<file path="src/rtl/pdll_pkg.sv">
// shared types, constants and helpers for the pooled doubly linked list unit
package pdll_pkg;

    localparam int SLOTS   = 64;
    localparam int SLOT_W  = $clog2(SLOTS);
    localparam int LINK_W  = SLOT_W + 1;
    localparam int VALUE_W = 32;

    localparam logic [LINK_W-1:0] NIL_LINK  = LINK_W'(SLOTS);
    localparam logic [LINK_W-1:0] FULL_COUNT = LINK_W'(SLOTS);

    localparam logic OP_ADD  = 1'b0;
    localparam logic OP_DROP = 1'b1;

    localparam logic [1:0] ST_OK       = 2'd0;
    localparam logic [1:0] ST_FULL     = 2'd1;
    localparam logic [1:0] ST_NOT_USED = 2'd2;

    typedef struct packed {
        logic               operation;
        logic [VALUE_W-1:0] item_value;
        logic [SLOT_W-1:0]  slot_index;
    } in_item_t;

    typedef struct packed {
        logic [SLOT_W-1:0] result_slot;
        logic [1:0]        status;
        logic [LINK_W-1:0] entry_count;
        logic [LINK_W-1:0] head_slot;
        logic [LINK_W-1:0] tail_slot;
    } out_item_t;

    typedef enum logic [2:0] {
        S_IDLE,
        S_DECODE,
        S_ADD_LINK,
        S_DROP_LINK,
        S_RESULT
    } state_t;

    typedef struct packed {
        logic capture;
        logic add_place;
        logic add_link;
        logic drop_link;
        logic reject_full;
        logic reject_unused;
        logic load_out;
    } cmd_t;

    typedef struct packed {
        logic is_drop;
        logic pool_full;
        logic slot_in_use;
        logic out_free;
    } stat_t;

    // lowest-numbered clear bit of the occupancy vector
    function automatic logic [SLOT_W-1:0] first_free(input logic [SLOTS-1:0] used);
        logic [SLOT_W-1:0] pick;
        pick = '0;
        for (int i = SLOTS - 1; i >= 0; i--)
        begin
            if (!used[i])
            begin
                pick = SLOT_W'(i);
            end
        end
        return pick;
    endfunction

endpackage

</file>
<file path="src/rtl/pdll_ram.sv">
// generic single write port ram with registered read
module pdll_ram #(
    parameter int WIDTH = 8,
    parameter int DEPTH = 64
) (
    input  logic                                     clk,
    input  logic                                     wr_en,
    input  logic [((DEPTH > 1) ? $clog2(DEPTH) : 1)-1:0] wr_addr,
    input  logic [WIDTH-1:0]                         wr_data,
    input  logic [((DEPTH > 1) ? $clog2(DEPTH) : 1)-1:0] rd_addr,
    output logic [WIDTH-1:0]                         rd_data
);

    logic [WIDTH-1:0] mem [DEPTH];

    always_ff @(posedge clk)
    begin
        if (wr_en)
        begin
            mem[wr_addr] <= wr_data;
        end
        rd_data <= mem[rd_addr];
    end

endmodule

</file>
<file path="src/rtl/pdll_ctrl.sv">
// sequencing state machine for the pooled list unit
module pdll_ctrl (
    input  logic             clk,
    input  logic             rst_n,
    input  logic             item_valid,
    output logic             item_stall,
    input  pdll_pkg::stat_t  stat,
    output pdll_pkg::cmd_t   cmd
);

    pdll_pkg::state_t state_reg;
    pdll_pkg::state_t state_next;

    always_ff @(posedge clk or negedge rst_n)
    begin
        if (!rst_n)
        begin
            state_reg <= pdll_pkg::S_IDLE;
        end
        else
        begin
            state_reg <= state_next;
        end
    end

    always_comb
    begin
        state_next = state_reg;
        case (state_reg)
            pdll_pkg::S_IDLE:
            begin
                if (item_valid)
                begin
                    state_next = pdll_pkg::S_DECODE;
                end
            end
            pdll_pkg::S_DECODE:
            begin
                if (stat.is_drop)
                begin
                    state_next = stat.slot_in_use ? pdll_pkg::S_DROP_LINK : pdll_pkg::S_RESULT;
                end
                else
                begin
                    state_next = stat.pool_full ? pdll_pkg::S_RESULT : pdll_pkg::S_ADD_LINK;
                end
            end
            pdll_pkg::S_ADD_LINK:  state_next = pdll_pkg::S_RESULT;
            pdll_pkg::S_DROP_LINK: state_next = pdll_pkg::S_RESULT;
            pdll_pkg::S_RESULT:
            begin
                if (stat.out_free)
                begin
                    state_next = pdll_pkg::S_IDLE;
                end
            end
            default: state_next = pdll_pkg::S_IDLE;
        endcase
    end

    always_comb
    begin
        cmd        = '0;
        item_stall = 1'b1;
        case (state_reg)
            pdll_pkg::S_IDLE:
            begin
                item_stall  = 1'b0;
                cmd.capture = item_valid;
            end
            pdll_pkg::S_DECODE:
            begin
                if (stat.is_drop)
                begin
                    cmd.reject_unused = !stat.slot_in_use;
                end
                else
                begin
                    cmd.reject_full = stat.pool_full;
                    cmd.add_place   = !stat.pool_full;
                end
            end
            pdll_pkg::S_ADD_LINK:  cmd.add_link  = 1'b1;
            pdll_pkg::S_DROP_LINK: cmd.drop_link = 1'b1;
            pdll_pkg::S_RESULT:    cmd.load_out  = stat.out_free;
            default:               cmd = '0;
        endcase
    end

endmodule

</file>
<file path="src/rtl/pdll_datapath.sv">
// occupancy bits, link tables, list pointers and result register
module pdll_datapath (
    input  logic                 clk,
    input  logic                 rst_n,
    input  pdll_pkg::in_item_t   item,
    input  pdll_pkg::cmd_t       cmd,
    output pdll_pkg::stat_t      stat,
    output logic                 result_valid,
    input  logic                 result_stall,
    output pdll_pkg::out_item_t  result
);

    localparam int SW = pdll_pkg::SLOT_W;
    localparam int LW = pdll_pkg::LINK_W;

    // captured item
    logic                        op_reg;
    logic [pdll_pkg::VALUE_W-1:0] value_reg;
    logic [SW-1:0]               idx_reg;

    // list state
    logic [pdll_pkg::SLOTS-1:0]  used_reg, used_next;
    logic [LW-1:0]               head_reg, head_next;
    logic [LW-1:0]               tail_reg, tail_next;
    logic [LW-1:0]               count_reg, count_next;

    // per-item working registers
    logic [SW-1:0]               free_reg;
    logic [SW-1:0]               res_slot_reg;
    logic [1:0]                  res_status_reg;

    logic                        out_valid_reg, out_valid_next;
    pdll_pkg::out_item_t         out_reg;

    logic [SW-1:0]               free_slot;
    logic [LW-1:0]               prev_rd, next_rd;

    logic                        next_we, prev_we;
    logic [SW-1:0]               next_wa, prev_wa;
    logic [LW-1:0]               next_wd, prev_wd;

    assign free_slot = pdll_pkg::first_free(used_reg);

    // a 6-bit slot index can never reach past the pool, so only occupancy is tested
    assign stat.is_drop     = (op_reg == pdll_pkg::OP_DROP);
    assign stat.pool_full   = (count_reg == pdll_pkg::FULL_COUNT);
    assign stat.slot_in_use = used_reg[idx_reg];
    assign stat.out_free    = !out_valid_reg || !result_stall;

    // next link table writes
    always_comb
    begin
        next_we = 1'b0;
        next_wa = free_slot;
        next_wd = pdll_pkg::NIL_LINK;
        if (cmd.add_place)
        begin
            next_we = 1'b1;
        end
        else if (cmd.add_link)
        begin
            next_we = (tail_reg != pdll_pkg::NIL_LINK);
            next_wa = tail_reg[SW-1:0];
            next_wd = {1'b0, free_reg};
        end
        else if (cmd.drop_link)
        begin
            next_we = (prev_rd != pdll_pkg::NIL_LINK);
            next_wa = prev_rd[SW-1:0];
            next_wd = next_rd;
        end
    end

    // prev link table writes
    always_comb
    begin
        prev_we = 1'b0;
        prev_wa = free_slot;
        prev_wd = tail_reg;
        if (cmd.add_place)
        begin
            prev_we = 1'b1;
        end
        else if (cmd.drop_link)
        begin
            prev_we = (next_rd != pdll_pkg::NIL_LINK);
            prev_wa = next_rd[SW-1:0];
            prev_wd = prev_rd;
        end
    end

    pdll_ram #(.WIDTH(LW), .DEPTH(pdll_pkg::SLOTS)) u_next_ram (
        .clk     (clk),
        .wr_en   (next_we),
        .wr_addr (next_wa),
        .wr_data (next_wd),
        .rd_addr (idx_reg),
        .rd_data (next_rd)
    );

    pdll_ram #(.WIDTH(LW), .DEPTH(pdll_pkg::SLOTS)) u_prev_ram (
        .clk     (clk),
        .wr_en   (prev_we),
        .wr_addr (prev_wa),
        .wr_data (prev_wd),
        .rd_addr (idx_reg),
        .rd_data (prev_rd)
    );

    // stored values are kept but never read back
    pdll_ram #(.WIDTH(pdll_pkg::VALUE_W), .DEPTH(pdll_pkg::SLOTS)) u_value_ram (
        .clk     (clk),
        .wr_en   (cmd.add_place),
        .wr_addr (free_slot),
        .wr_data (value_reg),
        .rd_addr ('0),
        .rd_data ()
    );

    always_comb
    begin
        used_next      = used_reg;
        head_next      = head_reg;
        tail_next      = tail_reg;
        count_next     = count_reg;
        out_valid_next = out_valid_reg;
        if (cmd.add_link)
        begin
            used_next[free_reg] = 1'b1;
            if (tail_reg == pdll_pkg::NIL_LINK)
            begin
                head_next = {1'b0, free_reg};
            end
            tail_next  = {1'b0, free_reg};
            count_next = count_reg + LW'(1);
        end
        else if (cmd.drop_link)
        begin
            used_next[idx_reg] = 1'b0;
            if (prev_rd == pdll_pkg::NIL_LINK)
            begin
                head_next = next_rd;
            end
            if (next_rd == pdll_pkg::NIL_LINK)
            begin
                tail_next = prev_rd;
            end
            count_next = count_reg - LW'(1);
        end
        if (cmd.load_out)
        begin
            out_valid_next = 1'b1;
        end
        else if (!result_stall)
        begin
            out_valid_next = 1'b0;
        end
    end

    always_ff @(posedge clk or negedge rst_n)
    begin
        if (!rst_n)
        begin
            used_reg      <= '0;
            head_reg      <= pdll_pkg::NIL_LINK;
            tail_reg      <= pdll_pkg::NIL_LINK;
            count_reg     <= '0;
            out_valid_reg <= 1'b0;
        end
        else
        begin
            used_reg      <= used_next;
            head_reg      <= head_next;
            tail_reg      <= tail_next;
            count_reg     <= count_next;
            out_valid_reg <= out_valid_next;
        end
    end

    always_ff @(posedge clk)
    begin
        if (cmd.capture)
        begin
            op_reg    <= item.operation;
            value_reg <= item.item_value;
            idx_reg   <= item.slot_index;
        end
        if (cmd.add_place)
        begin
            free_reg <= free_slot;
        end
        if (cmd.add_link)
        begin
            res_slot_reg   <= free_reg;
            res_status_reg <= pdll_pkg::ST_OK;
        end
        if (cmd.drop_link)
        begin
            res_slot_reg   <= idx_reg;
            res_status_reg <= pdll_pkg::ST_OK;
        end
        if (cmd.reject_full)
        begin
            res_slot_reg   <= '0;
            res_status_reg <= pdll_pkg::ST_FULL;
        end
        if (cmd.reject_unused)
        begin
            res_slot_reg   <= idx_reg;
            res_status_reg <= pdll_pkg::ST_NOT_USED;
        end
        if (cmd.load_out)
        begin
            out_reg.result_slot <= res_slot_reg;
            out_reg.status      <= res_status_reg;
            out_reg.entry_count <= count_reg;
            out_reg.head_slot   <= head_reg;
            out_reg.tail_slot   <= tail_reg;
        end
    end

    assign result_valid = out_valid_reg;
    assign result       = out_reg;

endmodule

</file>
<file path="src/rtl/pooled_doubly_linked_list_unit.sv">
// top level of the pooled doubly linked list unit
//
// channel   signals                            carries per beat
// -------   --------------------------------   ----------------------------------------
// item      item_valid, item_stall, item       operation, item_value, slot_index
// result    result_valid, result_stall, result result_slot, status, entry_count, head, tail
//
// adds and drops step through accept, decode (free-slot priority encoder or
// link table read), link table update and result load; a refused add or drop
// skips the table update; one item is in flight at a time; the link tables are
// single write port rams
// reset clears the occupancy bits, head, tail and count at once; no clearing pass
// a stalled result holds in its register while the next item is accepted and
// worked on; that item then waits in its last step until the register frees
module pooled_doubly_linked_list_unit (
    input  logic                 clk,
    input  logic                 rst_n,
    input  logic                 item_valid,
    output logic                 item_stall,
    input  pdll_pkg::in_item_t   item,
    output logic                 result_valid,
    input  logic                 result_stall,
    output pdll_pkg::out_item_t  result
);

    // command and status between sequencer and datapath
    pdll_pkg::cmd_t  cmd;
    pdll_pkg::stat_t stat;

    // sequencer: decides add, drop or refusal and steps the table updates
    pdll_ctrl u_ctrl (
        .clk        (clk),
        .rst_n      (rst_n),
        .item_valid (item_valid),
        .item_stall (item_stall),
        .stat       (stat),
        .cmd        (cmd)
    );

    // datapath: occupancy, next and prev link rams, value ram, pointers, result register
    pdll_datapath u_datapath (
        .clk          (clk),
        .rst_n        (rst_n),
        .item         (item),
        .cmd          (cmd),
        .stat         (stat),
        .result_valid (result_valid),
        .result_stall (result_stall),
        .result       (result)
    );

endmodule

</file>
<file path="config.mk">
export PLATFORM = sky130hd
export DESIGN_NAME = pooled_doubly_linked_list_unit
export DESIGN_NICKNAME = d
export VERILOG_FILES = /design/src/rtl/pdll_pkg.sv /design/src/rtl/pdll_ram.sv /design/src/rtl/pdll_ctrl.sv /design/src/rtl/pdll_datapath.sv /design/src/rtl/pooled_doubly_linked_list_unit.sv
export SDC_FILE = /design/constraint.sdc
export NUM_CORES = 1
export LEC_CHECK = 0
export BUFFER_PORTS_ARGS = -buffer_cell sky130_fd_sc_hd__buf_2
export CAP_MARGIN = 10
export CORE_MARGIN = 3
export CORE_UTILIZATION = 41
export DETAILED_ROUTE_END_ITERATION = 8
export SLEW_MARGIN = 20
export SYNTH_ARGS = -nofsm -noshare
export SYNTH_HDL_FRONTEND = slang
export SYNTH_SLANG_ARGS = --single-unit
</file>
<file path="constraint.sdc">
create_clock -name clk -period 5.25 [get_ports clk]
set_input_delay 0.525 -clock clk [delete_from_list [all_inputs] [get_ports clk]]
set_output_delay 0.525 -clock clk [all_outputs]
set_load 0.05 [all_outputs]
</file>
* Yosys cells after proc, flatten, opt, wreduce, memory -nomap -nowiden
Memories as Yosys holds them, arrays and structs flattened. A register that Yosys moved wholly into a read port is not among the register bits.
Cells that the tools add are included.
** Word-level totals
- Flip-flop bits (word level) :: 139
- Bits in writable memories :: 896
- Input port bits :: 43
- Output and inout port bits :: 31
- Word-level logic and storage cells :: 184
- Memories :: 2
** Cells by class
- $add $sub $neg :: 2
- $lt $le $gt $ge :: 4
- Equal/unequal tests :: 15
- Multiplexer cells :: 125
- Bitwise operators :: 3
- Reduce and logical (&&, ||, !) cells :: 17
** Memories
- u_datapath.u_next_ram.mem :: depth 64, bits a word 7, read ports 1, clocked after memory_dff 1, write ports 1, line pdll_ram.sv:14 : logic [WIDTH-1:0] mem [DEPTH];
- u_datapath.u_prev_ram.mem :: depth 64, bits a word 7, read ports 1, clocked after memory_dff 1, write ports 1, line pdll_ram.sv:14
** Operators by type and width (number)
- 6-bit two-way mux :: 73
- 64-bit two-way mux :: 2
- 7-bit two-way mux :: 14
- 64-bit AND :: 1
- 64-bit inverter :: 1
- 64-bit bitwise OR :: 1
- 7-bit equality test (second input constant) :: 4
- 1-bit two-way mux :: 23
- 7-bit inequality test (second input constant) :: 3
- 3-bit two-way mux :: 5
- 6-bit by 7-bit less-than comparator with 1-bit output (second input constant) :: 2
- 1-bit demux with 6-bit select :: 2
- 6-bit by 1-bit >= comparator with 1-bit output (second input constant) :: 2
- 3-bit case mux with 4 select lines :: 1
- 2-bit two-way mux :: 4
- 7-bit by 1-bit adder with 7-bit output (second input constant) :: 1
- 7-bit by 1-bit subtractor with 7-bit output (second input constant) :: 1
- 1-bit binary-select mux with 6-bit select :: 1
- 3-bit by 2-bit equality test with 1-bit output (second input constant) :: 2
- 2-bit by 1-bit inequality test with 1-bit output (second input constant) :: 3
- 2-bit nonzero test :: 3
- 1-bit zero test :: 4
- 2-bit AND reduction :: 2
- 4-bit nonzero test :: 1
- 9 further kinds :: 10

* Logic depth before layout (Yosys ltp)
Gate-level depths: netlist (run 1).
- Depth in word-level cells :: 67
- Mapped depth :: 13
- Gate-level depth less buffers :: 11

* Cells and area by module
Synthesis (run 1) repeated with hierarchy kept, for this count alone.
** Unflattened totals
- Cells, all modules :: 2521
- Area total of the unflattened synthesis :: 43066.3 µm²
** Modules (own cells, without submodules)
- pdll_ram :: times used 2, cells an instance 827, area an instance 17635.7 µm², seq. area each 13593.0 µm²
- pdll_datapath :: times used 1, cells an instance 841, area an instance 7583.5 µm², seq. area each 3636.0 µm²
- pdll_ctrl :: times used 1, cells an instance 26, area an instance 211.5 µm², seq. area each 75.1 µm²

* Worst setup path before layout (run 1)
OpenSTA, ideal clock, no wires.
- Kind :: register to register
- From :: register u_ctrl.state_reg[2]
- To :: memory u_datapath.u_prev_ram.mem[0][1] (netlist bit), data pin
- Library setup time :: 0.702 ns
- Arrival time :: 3.851 ns
- Data required time :: 4.548 ns
- Setup slack :: 0.697 ns
- Stages on the path, launching flop included :: 7
- Buffers on the path :: 3
- Clock period less this slack :: 4.553 ns
- Path through :: dfrtp_1 -> nand2b_1 -> clkbuf_1 -> nor2_1 -> clkbuf_1 -> buf_1 -> o21ai_0
** On the way
- Cells in the longest elaborated chain, start to end :: 4
- Elaborated cells on any way between the ends :: 6
- Those cells by class :: eq/ne (2); mux (4)
** Ends and longest elaborated chain
- from (decl) :: line pdll_ctrl.sv:11 : pdll_pkg::state_t state_reg;
- from (signal assigned) :: line pdll_ctrl.sv:18 : state_reg <= pdll_pkg::S_IDLE;
- from (signal assigned) :: line pdll_ctrl.sv:22 : state_reg <= state_next;
- 3-bit by 2-bit equality test with 1-bit output :: line pdll_ctrl.sv:65 : case (state_reg)
- 1-bit two-way mux :: line pdll_ctrl.sv:65
- 7-bit two-way mux :: line pdll_datapath.sv:84 : else if (cmd.drop_link)
- 7-bit two-way mux * :: line pdll_datapath.sv:80 : if (cmd.add_place)
- net u_datapath.prev_wd[1] :: line pdll_datapath.sv:40 : logic [LW-1:0] next_wd, prev_wd;
- to (decl) :: line pdll_ram.sv:14
The timed path passes the listed nets; every way through them passes the cells marked *.

==> impl_summary.txt, run 1 <==
----------------------------------------------------
[Critical path]
  Data required, critical path ... around 5500 ps
  Maximum fanout along the worst path ... 11
  Worst Reg2Reg Path Length in Cells ... 9
  Data arrival time of the worst path ... around 4400 ps
  Endpoint kind of the worst setup timing path ... flop
  FF-to-FF Start ... u_ctrl.state_reg[2]
  Kind of start point of the critical path ... flop
  Capture instance of the worst register-to-register path ... u_datapath.u_prev_ram.mem[31][0]
  Critical path class ... reg -> reg
  Worst-case register-to-register setup slack ... 1110 ps

[Flow run]
  Max-Cap Viols ... 0

[Die]
  Area of the die ... ~0.10 mm^2
  Number of core rows ... around 120
  Die height ... about 320 um
  Ports ... 74
  Area of the placeable core ... about 0.099 mm^2
  Die width ... 323 um
  Initial core utilization ... 0.416

[Logic synthesis]
  Main flop type after synthesis ... sky130_fd_sc_hd__edfxtp_1
  Cells after synthesis ... around 2,700
  Number of warnings reported in the yosys synthesis log ... 0
  Share of the yosys chip area belonging to registers ... 0.752
  Top area cells in the synthesized netlist ... sky130_fd_sc_hd__edfxtp_1, sky130_fd_sc_hd__a22oi_1, sky130_fd_sc_hd__dfrtp_1
  Area of the mapped netlist ... a little over 0.04 mm^2
  Cell taking the most area after synthesis ... sky130_fd_sc_hd__edfxtp_1
  Number of library cell types mapped by synthesis ... 85
  Net count after synthesis ... ~2,700
  Post-synth EDFFs ... 944
  Mapped Avg Cell Area ... around 15 um^2
  Register bit total from synthesis ... 1,049
  Post-synth top area share ... 0.690
  Proportion of register bits with asynchronous set or reset after synthesis ... 0.0848

[Clock network]
  Number of buffers added by the clock tree synthesis step ... 100
  Clock transition at path regs ... roughly 60 ps
  Count of buffers added by post-CTS timing repair for setup ... 0
  Largest buffer count on any clock path ... 3
  Insertion delay to the later sink of the worst-skew pair ... 680 ps
  # clock sinks ... between 1,000 and 1,500
  Clock tree from TritonCTS ... built
  Number of H-tree levels ... 3
  CTS Root Cell ... sky130_fd_sc_hd__clkbuf_16
  Number of resized instances in the post-cts repair step ... 0
  Hold buffers post-CTS ... 3

[STA]
  Post-Route Skew ... roughly 28 ps
  RSZ-0062 raised after global routing ... false
  Top achievable clock speed ... between 200 and 250 MHz
  Setup violators final ... 0
  Final Max Slew Viols ... 0
  Crit share post-route ... 0.788
  Tightest Pin Transition ... 1100 ps
  Worst hold slack ... a little under 40 ps
  Total Neg Setup Slack ... 0 ps
  Hold Violations, Final ... 0
  Minimum clock period ... 4140 ps
  Worst slew margin ... 0.260

[Cells and area]
  P&R area growth vs syn ... 13.8%
  Most common library cell in the layout ignoring fill and taps ... sky130_fd_sc_hd__edfxtp_1
  Count of non-filler cells in the finished layout ... between 4,000 and 5,000
  Footprint of the flip-flops and latches ... 0.0309 mm^2
  Area of combinational cells with multiple inputs ... between 0.009 and 0.01 mm^2
  Fraction of the core area covered by cells at the end of the flow ... 0.473
  Final-stage net count ... 2,808
  Fraction of final layout cells sized beyond drive strength 1 ... 0.140
  Commonest cells after routing, fill and taps aside ... sky130_fd_sc_hd__edfxtp_1, sky130_fd_sc_hd__a22oi_1, sky130_fd_sc_hd__o21ai_0
  Inserted Diodes ... 0
  Filler cells ... slightly above 8,000

[Min path]
  Hold Crit Endpoint ... u_datapath.idx_reg[5]
  Worst Min Path Start ... item[5]
  Class of the worst hold path ... in -> reg
  Number of cells on the worst hold path ... 1

[GRT]
  Final global-route overflow total ... 0
  Global-route wire length before repair ... 174,000 um
  Initial antenna violation count ... 2
  Largest net degree at the start of global routing ... 65
  GRT Overall Usage ... 0.226
  Vias in the first global route ... ~25,000

[Detailed routing]
  Vias after detailed routing ... around 26,000
  Wire per inst ... 28.9 um
  DRC violations left ... 0
  Remaining antenna violation count after routing ... 0
  Vias per cell ... ~6.4
  1st-iter DRT viols ... roughly 3,500
  Final wirelength ... 119,000 um
  Drt first pass iters ... 6

[Place]
  Weighted congestion reported at the end of routability-driven placement ... between 0.9 and 1
  Number of placed instances, taps included ... ~4,000
  Half-perimeter wire length of the detailed placement result ... 73,100 um
  Port Buf Inserts ... 41

[Run status]
  Status ... finished clean

[Power]
  Peak supply drop ... 270 uV
  Cell leakage power ... ~15 nW
  PD cells ... 475 mW/mm^2
  Post-layout total power ... between 20 and 25 mW

----------------------------------------------------
[metal layers]
metal | wire (um) | vias to the layer above | GRT usage
met4 | 3850 | 2 | 0.0738
met1 | 48800 | 13300 | 0.318
li1 | - | 11100 | -
met5 | 13 | - | 0
met3 | 11800 | 243 | 0.0443
met2 | 54900 | 1605 | 0.355
[cells in the mapped netlist, types with 38 or more instances]
master and instances:
sky130_fd_sc_hd__edfxtp_1 944, sky130_fd_sc_hd__a22oi_1 317, sky130_fd_sc_hd__o21ai_0 148, sky130_fd_sc_hd__nand2_1 137
sky130_fd_sc_hd__clkbuf_1 110, sky130_fd_sc_hd__dfrtp_1 87, sky130_fd_sc_hd__nor2_1 86, sky130_fd_sc_hd__a31oi_1 78
sky130_fd_sc_hd__a221oi_1 73, sky130_fd_sc_hd__a22o_1 71, sky130_fd_sc_hd__a21oi_1 66, sky130_fd_sc_hd__nand3_1 54
sky130_fd_sc_hd__nor3_1 41, sky130_fd_sc_hd__nand4_1 38
[through the flow]
stage / worst slack, ps / cell area [um^2]
global route: 1030 / 46800
global placement: 1290 / 43500
CTS: 1180 / 46700
finish: 1110 / 46800
detailed placement: 1200 / 43500
floorplan: 697 / 41100
[final cells by class]
cell class,count,area share
Clock buffer,118,0.0560
Inverter,24,0.00193
Timing Repair Buffer,163,0.0277
Tap cell,1287,0.0344
Sequential cell,1049,0.661
Clock inverter,65,0.0135
Multi-Input combinational cell,1421,0.206
[worst max-delay path by stage]
stage,from,endpoint,slack [ps]
after global routing,u_ctrl.state_reg[2],u_datapath.u_prev_ram.mem[31][0],1030
after CTS,u_ctrl.state_reg[2],u_datapath.u_prev_ram.mem[30][6],1180
after floorplan,u_ctrl.state_reg[2],u_datapath.u_prev_ram.mem[0][1],700
final,u_ctrl.state_reg[2],u_datapath.u_prev_ram.mem[31][0],1110
after global placement,u_ctrl.state_reg[2],u_datapath.u_prev_ram.mem[30][0],1290
after detailed placement,u_ctrl.state_reg[2],u_datapath.u_prev_ram.mem[30][6],1200
[logic make-up (layout without fill, tap and decap cells)]
kind of cell | after synthesis | in the layout | share of synthesized area
DFF | 1049 | 1049 | 0.752
AOI/OAI and AO/OA | 877 | 877 | 0.153
and+or+nand+nor | 499 | 499 | 0.0634
buffers and inverters | 195 | 370 | 0.0188
muxes | 33 | 33 | 0.00977
adders and majority gates | 6 | 6 | 0.00201
xor gates and xnor gates | 6 | 6 | 0.00128
[power by group]
group / internal, mW / switching [mW]
clock network: 4.03 / 3.09
logic: 1.09 / 3.30
registers: 10.2 / 0.461
total: 15.3 / 6.86
[worst max-delay path, cell delays in order, from the launching register on]
cell and delay [ps]:
sky130_fd_sc_hd__dfrtp_1 440, sky130_fd_sc_hd__or3b_1 470, sky130_fd_sc_hd__nor2_1 200, sky130_fd_sc_hd__nand2_1 200
sky130_fd_sc_hd__inv_2 240, sky130_fd_sc_hd__nor2_1 80, sky130_fd_sc_hd__o32ai_1 530, sky130_fd_sc_hd__o21ai_2 280
sky130_fd_sc_hd__nand2b_1 390, sky130_fd_sc_hd__nor3_1 910
(Power assumes the default switching activity.)
==> run 2, diff against run 1 <==
- ABC_AREA: not set -> 1
- clock period: 5.25 -> 3.95 ns (I/O delays scaled with it)
==> run 2 against run 1 <==
  * Highest routed layer unchanged
  * The flow now finishes with violations (setup timing)
  * Critical path depth is 58 higher
  * Final cell count is 9.2% higher
  * Global-route usage is 0.70 points higher
  * First-iteration DRC count is 5.8% higher
  * Largest cell class unchanged
  * Sequential power is 32% higher
==> impl_summary.txt, run 2 <==
----------------------------------------------------
[Run status]
  Status ... complete, but fails checks (was finished clean)
  Failing checks ... setup timing

[Clock network]
  Largest buffer count on any clock path ... 3 (unchanged)
  CTS Root Cell ... sky130_fd_sc_hd__clkbuf_16 (unchanged)
  # clock sinks ... 1,049 (unchanged)
  Number of buffers added by the clock tree synthesis step ... 106 (was 100)
  Number of H-tree levels ... 3 (unchanged)
  Insertion delay to the later sink of the worst-skew pair ... 720 ps (was 680 ps)
  Clock transition at path regs ... 60 ps (about the same)
  Clock tree from TritonCTS ... built (unchanged)

[Logic synthesis]
  Top area cells in the synthesized netlist ... sky130_fd_sc_hd__edfxtp_1, sky130_fd_sc_hd__nand2_1, sky130_fd_sc_hd__dfrtp_1 (was sky130_fd_sc_hd__edfxtp_1, sky130_fd_sc_hd__a22oi_1, sky130_fd_sc_hd__dfrtp_1)
  Leading post-synthesis cells by instance count ... sky130_fd_sc_hd__edfxtp_1, sky130_fd_sc_hd__nand2_1, sky130_fd_sc_hd__nor2_1 (was sky130_fd_sc_hd__edfxtp_1, sky130_fd_sc_hd__a22oi_1, sky130_fd_sc_hd__o21ai_0)
  Net count after synthesis ... 3,008 (was 2,714)
  Number of warnings reported in the yosys synthesis log ... 0 (unchanged)
  Mapped Avg Cell Area ... 13.8 um^2 (was 15.4 um^2)
  Main flop type after synthesis ... sky130_fd_sc_hd__edfxtp_1 (unchanged)
  Number of library cell types mapped by synthesis ... 47 (was 85)
  Proportion of register bits with asynchronous set or reset after synthesis ... 0.0848 (unchanged)
  Area of the mapped netlist ... 0.0409 mm^2 (was 0.0411 mm^2)
  Cells after synthesis ... 2,959 (was 2,665)
  Most common cell in the synthesized netlist ... sky130_fd_sc_hd__edfxtp_1 (unchanged)
  Cell taking the most area after synthesis ... sky130_fd_sc_hd__edfxtp_1 (unchanged)
  Register bit total from synthesis ... 1,049 (unchanged)
  Post-synth top area share ... 0.694 (was 0.690)
  Share of the yosys chip area belonging to registers ... 0.756 (was 0.752)
  Post-synth EDFFs ... 944 (unchanged)

[Critical path]
  Maximum fanout along the worst path ... 8 (was 11)
  Kind of start point of the critical path ... flop (unchanged)
  CP startpoint ... u_datapath.used_reg[63] (was u_ctrl.state_reg[2])
  FF-to-FF Start ... u_datapath.used_reg[63] (was u_ctrl.state_reg[2])
  Worst Reg2Reg Path Length in Cells ... 67 (was 9)
  Cell with the biggest individual delay on the critical path ... sky130_fd_sc_hd__dfrtp_1 (was sky130_fd_sc_hd__nor3_1)
  Endpoint kind of the worst setup timing path ... flop (unchanged)
  Data required, critical path ... 4280 ps (was 5530 ps)
  Most Frequent Cell on Critical Path ... sky130_fd_sc_hd__nand2_1 (was sky130_fd_sc_hd__nor2_1)
  Data arrival time of the worst path ... 5110 ps (was 4420 ps)
  Capture instance of the worst register-to-register path ... u_datapath.u_prev_ram.mem[41][1] (was u_datapath.u_prev_ram.mem[31][0])
  End of the critical path ... u_datapath.u_prev_ram.mem[41][1] (was u_datapath.u_prev_ram.mem[31][0])
  CP max stage delay ... 390 ps (was 910 ps)
  Critical path class ... reg -> reg (unchanged)
  Worst-case register-to-register setup slack ... -830 ps (was 1110 ps)

[Min path]
  Number of cells on the worst hold path ... 3 (was 1)
  Worst Min Path Start ... item_valid (was item[5])
  Class of the worst hold path ... in -> reg (unchanged)

[Power]
  Part of the total power dissipated in sequential elements ... 0.446 (was 0.481)
  Net switching power ... 10.2 mW (was 6.86 mW)
  Clk pwr share ... 0.318 (was 0.321)
  Comb power frac ... 0.236 (was 0.198)
  PD cells ... 650 mW/mm^2 (was 475 mW/mm^2)
  Cell-internal power ... 21.4 mW (was 15.3 mW)
  Cell leakage power ... 15.9 nW (was 14.7 nW)
  Post-layout total power ... 31.6 mW (was 22.2 mW)
  Peak supply drop ... 402 uV (was 270 uV)
  Switching fraction of total power ... 0.323 (was 0.309)

[Detailed routing]
  Remaining antenna violation count after routing ... 0 (unchanged)
  Vias after detailed routing ... 27,000 (was 26,200)
  Final wirelength ... 121,000 um (was 119,000 um)
  Drt first pass iters ... 6 (unchanged)
  Wire per inst ... 26.9 um (was 28.9 um)
  DRC violations left ... 0 (unchanged)
  Vias per cell ... 5.99 (was 6.36)
  1st-iter DRT viols ... 3,727 (was 3,524)

[GRT]
  Global-route wire length before repair ... 179,000 um (was 174,000 um)
  Final global-route overflow total ... 0 (unchanged)
  Met3 Resource Use GR ... 0.0504 (was 0.0443)
  Initial antenna violation count ... 3 (was 2)
  GR Layer Usage met2 ... 0.358 (was 0.355)
  Vias in the first global route ... 26,200 (was 25,200)
  GRT Overall Usage ... 0.233 (was 0.226)
  Layer with the highest usage ... met2 (unchanged)
  Met1 Resource Use GR ... 0.332 (was 0.318)
  Largest net degree at the start of global routing ... 89 (was 65)

[Cells and area]
  Filler cells ... 8,236 (was 8,281)
  Most common library cell in the layout ignoring fill and taps ... sky130_fd_sc_hd__edfxtp_1 (unchanged)
  Final-stage net count ... 3,181 (was 2,808)
  Fraction of final layout cells sized beyond drive strength 1 ... 0.167 (was 0.140)
  Count of non-filler cells in the finished layout ... 4,507 (was 4,127)
  P&R area growth vs syn ... 19.1% (was 13.8%)
  Commonest cells after routing, fill and taps aside ... sky130_fd_sc_hd__edfxtp_1, sky130_fd_sc_hd__nand2_1, sky130_fd_sc_hd__o21ai_0 (was sky130_fd_sc_hd__edfxtp_1, sky130_fd_sc_hd__a22oi_1, sky130_fd_sc_hd__o21ai_0)

[Place]
  Half-perimeter wire length of the detailed placement result ... 77,500 um (was 73,100 um)
  Number of placed instances, taps included ... 4,298 (was 3,941)
  Port Buf Inserts ... 41 (unchanged)
  Weighted congestion reported at the end of routability-driven placement ... 0.963 (was 0.949)

[Die]
  Area of the die ... 0.103 mm^2 (was 0.104 mm^2)
  Die height ... 322 um (was 323 um)
  Ports ... 74 (unchanged)
  Initial core utilization ... 0.415 (was 0.416)
  Die width ... 322 um (was 323 um)
  Number of core rows ... 115 (unchanged)
  Area of the placeable core ... 0.0986 mm^2 (was 0.0989 mm^2)

[STA]
  Tightest Pin Transition ... 1060 ps (was 1100 ps)
  Post-Route Skew ... 77.9 ps (was 27.9 ps)
  Setup violators final ... 897 (was 0)
  Worst slew margin ... 0.286 (was 0.260)
  RSZ-0062 raised after global routing ... true (was false)
  Final setup margin ... -834 ps (was 1110 ps)
  Hold Violations, Final ... 0 (unchanged)
  Crit share post-route ... 1.21 (was 0.788)
  Top achievable clock speed ... 209 MHz (was 242 MHz)
  Final Max Slew Viols ... 0 (unchanged)
  Minimum clock period ... 4780 ps (was 4140 ps)

[Flow run]
  Max-Cap Viols ... 0 (unchanged)

----------------------------------------------------
-- run 2: cell types whose count changed after synthesis, sizes merged, moves of 24 or more --
cell	delta
a221oi	+58
nor4	-32
o21ai	+26
nand2	+469
nand4	+69
inv	+94
buf	-24
a31oi	-73
nor2	+120
a22oi	-181
-- run 2: layout make-up --
type,instances,area (um^2),share of cell area
flip-flops and latches,1049,30900,0.635
multi-input cells,1664,10300,0.212
clock buffers,142,2910,0.0598
repair buffers,194,1850,0.0380
well taps,1287,1610,0.0331
clock inverters,53,623,0.0128
inverters,117,439,0.00902
diodes,1,2.50,0.0000514
-- run 2: kinds of logic after synthesis --
kind of cell,Yosys count,share of synthesized area
adders and majority gates,6,0.00202
and+or+nand+nor,1012,0.107
AOI/OAI and AO/OA,637,0.110
muxes,6,0.00165
DFF,1049,0.756
xor gates and xnor gates,3,0.000643
buffers and inverters,246,0.0230
-- run 2: worst min-delay path by stage --
stage | end | slack, ps
4_1_cts | u_ctrl.state_reg[0] | 20
2_1_floorplan | u_ctrl.state_reg[0] | 100
5_1_grt | u_ctrl.state_reg[0] | 40
3_5_place_dp | u_datapath.result[25] | 410
3_3_place_gp | u_datapath.result[28] | 410
6_report | u_ctrl.state_reg[0] | 50
-- run 2: routing by layer --
layer | share of wire | vias up
met3 | 0.099 | 244
met5 | 0.000058 | -
met4 | 0.031 | 2
li1 | - | 11700
met1 | 0.41 | 13500
met2 | 0.46 | 1571
-- run 2: power by group through the flow --
stage          combinational [mW]  sequential, mW  clock, mW
6_report                     7.45            14.1       10.1
5_1_grt                      7.90            14.2       10.7
4_1_cts                      7.40            14.1       10.2
3_5_place_dp                 7.36            14.3          0
3_3_place_gp                 7.30            14.3          0
2_1_floorplan                3.62            14.5          0
-- run 2: what timing repair did --
action | 4_1_cts | 5_1_grt
resized for setup | 4 | 6
hold buffers | 9 | 0
setup buffers | 1 | 3
setup endpoints to repair | 896 | 897
pin swaps | 16 | 13
endpoints found under the hold margin | 64 | 0
-- run 2: critical path, delay by kind of cell (launching register included) --
family,cells,cell delay (ps)
DFF,1,390
and+or+nand+nor,66,3960
buffers and inverters,1,50
-- run 2: per-stage QoR --
step                hold WS (ps)  setup TNS, ps  instance area (um^2)  worst slack (ps)   util
finish                      47.2        -665030                 48700              -834  0.494
CTS                         16.4        -650440                 48600              -798  0.493
floorplan                   99.4        -315930                 42000              -953      -
global route                39.2       -1175810                 48700             -1410  0.494
detailed placement           409        -623290                 45000              -753  0.456
global placement             415        -729450                 45000              -858  0.456
